`src/hdl/brcc_pkg.sv`:
```
// Shared types and constants for the batch reservation conflict checker.
// Used by the front queue, the back engine and the top level.
package brcc_pkg;

    localparam int KEYS_DEF    = 1024;
    localparam int WORKERS_DEF = 64;
    localparam int ACT_W       = 3;
    localparam int KEY_W       = 10;
    localparam int ID_W        = 32;
    localparam int WID_W       = 6;
    localparam int FLAG_W      = 64;

    // Action codes as they arrive on the input channel.
    localparam logic [ACT_W-1:0] ACT_BEGIN = 3'd0;
    localparam logic [ACT_W-1:0] ACT_WRITE = 3'd1;
    localparam logic [ACT_W-1:0] ACT_READ  = 3'd2;
    localparam logic [ACT_W-1:0] ACT_RAW   = 3'd3;
    localparam logic [ACT_W-1:0] ACT_WAR   = 3'd4;

    // Classified operation carried from the front to the back.
    typedef enum logic [2:0] {
        OP_NOP,
        OP_BADW,
        OP_BEGIN,
        OP_WRITE,
        OP_READ,
        OP_RAW,
        OP_WAR
    } op_t;

    typedef struct packed {
        op_t              op;
        logic [KEY_W-1:0] key;
        logic [ID_W-1:0]  txn_id;
        logic [ID_W-1:0]  batch;
        logic [WID_W-1:0] worker;
    } item_t;

    // Head of the front queue as seen by the back.
    typedef struct packed {
        logic  valid;
        item_t item;
    } head_t;

    // Writer record of one key.
    typedef struct packed {
        logic [ID_W-1:0]  id;
        logic [ID_W-1:0]  batch;
        logic [WID_W-1:0] worker;
    } wrec_t;

endpackage

```
`src/hdl/brcc_front.sv`:
```
// Front part: classifies each input transfer and holds it in a two-entry queue.
// Depends on brcc_pkg.
module brcc_front
    import brcc_pkg::*;
#(
    parameter int KEYS    = KEYS_DEF,
    parameter int WORKERS = WORKERS_DEF
)
(
    input  logic             clk,
    input  logic             rst_n,
    input  logic             busy,
    input  logic             in_valid,
    output logic             in_stall,
    input  logic [ACT_W-1:0] action,
    input  logic [KEY_W-1:0] key,
    input  logic [ID_W-1:0]  txn_id,
    input  logic [ID_W-1:0]  batch,
    input  logic [WID_W-1:0] worker,
    output head_t            head,
    input  logic             pop
);

    item_t      q_reg [2];
    logic       wr_ptr_reg;
    logic       wr_ptr_next;
    logic       rd_ptr_reg;
    logic       rd_ptr_next;
    logic [1:0] cnt_reg;
    logic [1:0] cnt_next;
    logic       push;
    logic       do_pop;
    op_t        op;
    logic       key_ok;
    item_t      item;

    // Classify the action against the worker and key ranges.
    always_comb
    begin
        key_ok = (32'(key) < 32'(KEYS));
        op     = OP_NOP;
        if (32'(worker) >= 32'(WORKERS))
        begin
            op = OP_BADW;
        end
        else if (action == ACT_BEGIN)
        begin
            op = OP_BEGIN;
        end
        else if (key_ok)
        begin
            case (action)
                ACT_WRITE: op = OP_WRITE;
                ACT_READ:  op = OP_READ;
                ACT_RAW:   op = OP_RAW;
                ACT_WAR:   op = OP_WAR;
                default:   op = OP_NOP;
            endcase
        end
        item.op     = op;
        item.key    = key;
        item.txn_id = txn_id;
        item.batch  = batch;
        item.worker = worker;
    end

    // Queue control.
    assign in_stall    = busy || (cnt_reg == 2'd2);
    assign push        = in_valid && !in_stall;
    assign do_pop      = pop && (cnt_reg != 2'd0);
    assign wr_ptr_next = push ? !wr_ptr_reg : wr_ptr_reg;
    assign rd_ptr_next = do_pop ? !rd_ptr_reg : rd_ptr_reg;
    assign cnt_next    = cnt_reg + {1'b0, push} - {1'b0, do_pop};

    always_ff @(posedge clk or negedge rst_n)
    begin
        if (!rst_n)
        begin
            wr_ptr_reg <= 1'b0;
            rd_ptr_reg <= 1'b0;
            cnt_reg    <= 2'd0;
        end
        else
        begin
            wr_ptr_reg <= wr_ptr_next;
            rd_ptr_reg <= rd_ptr_next;
            cnt_reg    <= cnt_next;
        end
    end

    // Queue storage.
    always_ff @(posedge clk)
    begin
        if (push)
        begin
            q_reg[wr_ptr_reg] <= item;
        end
    end

    assign head.valid = (cnt_reg != 2'd0);
    assign head.item  = q_reg[rd_ptr_reg];

endmodule

```
`config.mk`:
```
export PLATFORM = sky130hd
export DESIGN_NAME = brcc_front
export DESIGN_NICKNAME = d
export VERILOG_FILES = /design/src/hdl/brcc_pkg.sv /design/src/hdl/brcc_front.sv
export SDC_FILE = /design/constraint.sdc
export NUM_CORES = 1
export LEC_CHECK = 0
export ABC_CLOCK_PERIOD_IN_PS = 5500
export BUFFER_PORTS_ARGS = -buffer_cell sky130_fd_sc_hd__buf_4
export CAP_MARGIN = 0
export CORE_MARGIN = 1.5
export CORE_UTILIZATION = 25
export DETAILED_ROUTE_END_ITERATION = 10
export PLACE_DENSITY = 0.5
export SLEW_MARGIN = 25
export SYNTH_ARGS = -nofsm -noshare
export SYNTH_HDL_FRONTEND = slang
export SYNTH_SLANG_ARGS = --single-unit
```
`constraint.sdc`:
```
create_clock -name clk -period 5.5 [get_ports clk]
set_clock_uncertainty 0.05 [all_clocks]
set_input_delay 0.55 -clock clk [delete_from_list [all_inputs] [get_ports clk]]
set_output_delay 0.55 -clock clk [all_outputs]
set_load 0.01 [all_outputs]
```
* Word-level counts from Yosys, hierarchy flattened
Memories as Yosys holds them, arrays and structs flattened.
Cells that the tools add are included.
** Operators by class
- Add/sub/neg operators :: 2
- Equal/unequal tests :: 5
- Mux-type cells :: 4
- Reduce and logical (&&, ||, !) cells :: 8
** Operator list (number)
- case mux 3 bit (4 select lines) :: 1
- == test 3 x 2 -> 1 bit (second input constant) :: 2
- == test 3 x 1 -> 1 bit (second input constant) :: 1
- == test 3 bit (second input constant) :: 1
- logical NOT 1 bit :: 3
- logical NOT 3 bit :: 1
- two-way mux 3 bit :: 1
- adder 2 x 1 -> 2 bit :: 1
- == test 2 bit (second input constant) :: 1
- logical AND 1 bit :: 2
- two-way mux 1 bit :: 2
- nonzero test 2 bit :: 1
- subtractor 2 x 1 -> 2 bit :: 1
- logical OR 1 bit :: 1
** Word-level totals
- Bits in registers :: 4
- Memory bits (writable) :: 166
- Bits of input ports :: 88
- Output and inout bits :: 85
- Word-level logic and storage cells :: 23
- Memories kept :: 1
** Memory list
- q_reg :: words 2, width 83, read ports 1, clocked after memory_dff 0, wr ports 1, RTL line brcc_front.sv:24 : item_t q_reg [2];

* Logic depth before layout (Yosys ltp)
- Depth in word-level cells :: 6
- Gate-level depth with buffers :: 7
- Depth with buffers taken out :: 7

* Worst setup path after synthesis
Ideal clock, no wire load.
- Path type :: in2reg
- Start :: input port busy
- End :: memory q_reg[0][0] (netlist name) (enable)
- Arrival time :: 4258 ps
- Data required time :: 4925 ps
- Slack :: 667 ps
- Stages on the path :: 2
- Buffers on the path :: 0
- Cells stage by stage :: nand3b_1 > nor2_1
** Between the ends
- Longest elaborated chain between the ends :: 5
** RTL lines
- start, declared :: RTL line brcc_front.sv:12 : input logic busy,
- logical OR 1 bit :: RTL line brcc_front.sv:68 : assign in_stall = busy || (cnt_reg == 2'd2);
- logical NOT 1 bit :: RTL line brcc_front.sv:69 : assign push = in_valid && !in_stall;
- logical AND 1 bit :: RTL line brcc_front.sv:69
- two-way mux 1 bit :: RTL line brcc_front.sv:94 : if (push)
- two-way mux 1 bit (not written as such) :: RTL line brcc_front.sv:96 : q_reg[wr_ptr_reg] <= item;
- end, declared :: RTL line brcc_front.sv:24
Every way passes these cells.

==> out/qor.yml <==
power:
  ir_worst_vdd_v: 0.000169
  internal-power_uw: 3050
  p_total_uw: 4170
  swShare_pct: 26.9
  power_leakage_uw: 0.00335
  switchingPower_uw: 1120
  power.density_nw_per_um2: 475
  seqPwrFrac_pct: 41.0
  power_frac_comb_pct: 29.6
  clkPwrFrac_pct: 29.4
job:
  maxCapViolations: 0
yosys:
  async_flop_share_pct: 2.35
  synth_flop_cell: "edfxtp_1"
  yosysUniqueCellTypes: 17
  syn_nets: 371
  yosysWarnings: 0
  synthCells: 281
  ys_seq_area_share_pct: 78.6
  synth_edf_count: 166
  synth_area_sq_um: 6470
  syn_area_per_cell_sq_um: 23.0
  ys_ff_latch: 170
finish:
  multiInputGateArea_sq_um: 1300
  drive_above_1_share_pct: 61.3
  syn2layout_area_growth_pct: 35.5
  final_cell_mix: "173 x buf_4, 166 x edfxtp_1, 60 x mux2_4"
  fillers: 2422
  register_area_sq_um: 5090
  fin_area_sq_um: 8770
  fin_nets: 558
  fin_util_pct: 34.7
  largest_register_ffs: 166
  n_antenna_cell: 0
  layout_commonest_cell: "buf_4"
place:
  post-place-ws_ps: 2860
  routabilityCongestion: 0.669
  port_buffers: 172
  dp_hpwl_um: 8250
  dpl_cell_area_sq_um: 8160
floorplanning:
  ios: 173
  die-height_um: 164
  core_area_sq_um: 25300
  design.die.area_sq_um: 26900
  die_x_um: 164
  row_count: 58
  initial_utilization_pct: 25.6
drt:
  dr_wl_met2_um: 6470
  viasPerCell: 3.90
  wl_per_cell_um: 15.6
  met3WireLength_um: 920
  drt-met1-wl_um: 5080
  highest_layer: "met4"
  drc: 0
  vias: 3155
  drt_iter0_drc: 89
  drtPass1Iterations: 4
  wirelength_um: 12600
  antenna_left: 0
timing:
  slew_violations: 0
  tightest_slew_ps: 851
  setup_viol: 0
  min_period_over_period_pct: 55.4
  fmax_ghz: 0.328
  rsz0062_at_grt: "no"
  slew_headroom_pct: 43.3
  finalSetupTns_ps: 0
  hold_viol: 0
  fin_ws_ps: 2450
  fin_crit_ps: 3050
global_route:
  grt_pass1_wl_um: 19000
  antenna_found_initial: 0
  overflow: 0
  grt_pass1_vias: 3543
  grt_usage_pct: 9.68
  grt_start_max_net_pins: 84
clock_tree:
  tritoncts: "done"
  cts_resized: 0
  cts_made_buffers: 17
  clkLatencyLatePin_ps: 410
  cts_max_path_buffers: 2
  cts_root_buffer: "clkbuf_16"
  cts.sinks: 170
  path_clk_slew_ps: 70
  htreeDepth: 4
critical_path:
  ff2ff_path_depth: 4
  cp.required_ps: 4900
  r2r_slack_ps: 3390
  endpoint_kind: "output port"
  start_kind: "flip-flop"
  critical_path.max_fanout: 37
  critPathKind: "reg -> out"
  arrival_ps: 2450
  r2r-end: "q_reg[0][50]"
  r2r_start: "cnt_reg[1]"
worst_hold_path:
  min_from: "batch[8]"
  min_to: "q_reg[0][14]"
  holdPathStages: 1
  hold_class: "in -> reg"
run_status:
  status: "completed"
metal layers:
metal,vias to the layer above,global-route usage (%)
met5,-,0
met4,0,3.68
met3,12,3.79
met2,112,16.7
met1,1554,10.8
li1,1477,-
Yosys cell counts (all sizes together) (2+ instances only):
master    n  area share [%]
edfxtp  166              77
mux2     84              18
buf       9             1.4
dfrtp     4             1.5
nor2      3            0.17
xnor2     3            0.41
ha        2            0.39
inv       2            0.12
nand2b    2            0.19
repair_timing:
| action | in CTS | in global routing |
|---|---|---|
| hold buffers | 1 | 0 |
| setup buffers | 0 | 0 |
| endpoints found under the hold margin | 4 | 0 |
metrics by stage:
stage	cells	hold WS [ps]
6_report	810	267
5_1_grt	810	225
2_1_floorplan	281	204
3_3_place_gp	777	297
4_1_cts	810	237
3_5_place_dp	778	301
logic make-up after synthesis:
logic type                 after synthesis  synth area share, %
DFF                                    170                 78.6
adders and majority gates                2                0.387
muxes                                   84                 18.1
AOI/OAI and AO/OA                        1               0.0773
and+or+nand+nor                          9                0.812
xor gates and xnor gates                 4                0.542
buffers and inverters                   11                 1.49
worst max path at each step:
stage,startpoint,end,slack (ps),depth (start not counted)
2_1_floorplan,busy,q_reg[0][0],670,2
3_3_place_gp,rd_ptr_reg,head[82],2650,3
3_5_place_dp,rd_ptr_reg,head[82],2860,4
4_1_cts,rd_ptr_reg,head[82],2390,4
5_1_grt,rd_ptr_reg,head[82],2310,4
6_report,rd_ptr_reg,head[82],2450,4
worst max-delay path, stage by stage, from the launching register on:
cell,delay [ps]
dfrtp_4,700
buf_16,310
buf_4,420
mux2_2,380
buf_4,140
area by class of cell:
cell class | instances | share of cell area (%)
tap | 330 | 4.71
timing repair buffer | 177 | 15.5
clock inverter | 12 | 1.87
sequential | 170 | 58.0
clock buffer | 19 | 4.94
multi-input combinational | 100 | 14.9
inverter | 2 | 0.0856
power groups by stage:
| stage | Sequential (uW) | Combinational (uW) | Clock, uW |
|---|---|---|---|
| 6_report | 1710 | 1230 | 1220 |
| 5_1_grt | 1730 | 1320 | 1330 |
| 4_1_cts | 1710 | 1270 | 1270 |
| 3_5_place_dp | 1740 | 1270 | 0 |
| 3_3_place_gp | 1810 | 1170 | 0 |
| 2_1_floorplan | 1690 | 810 | 0 |
No activity file was read; power rests on OpenSTA's default activity.
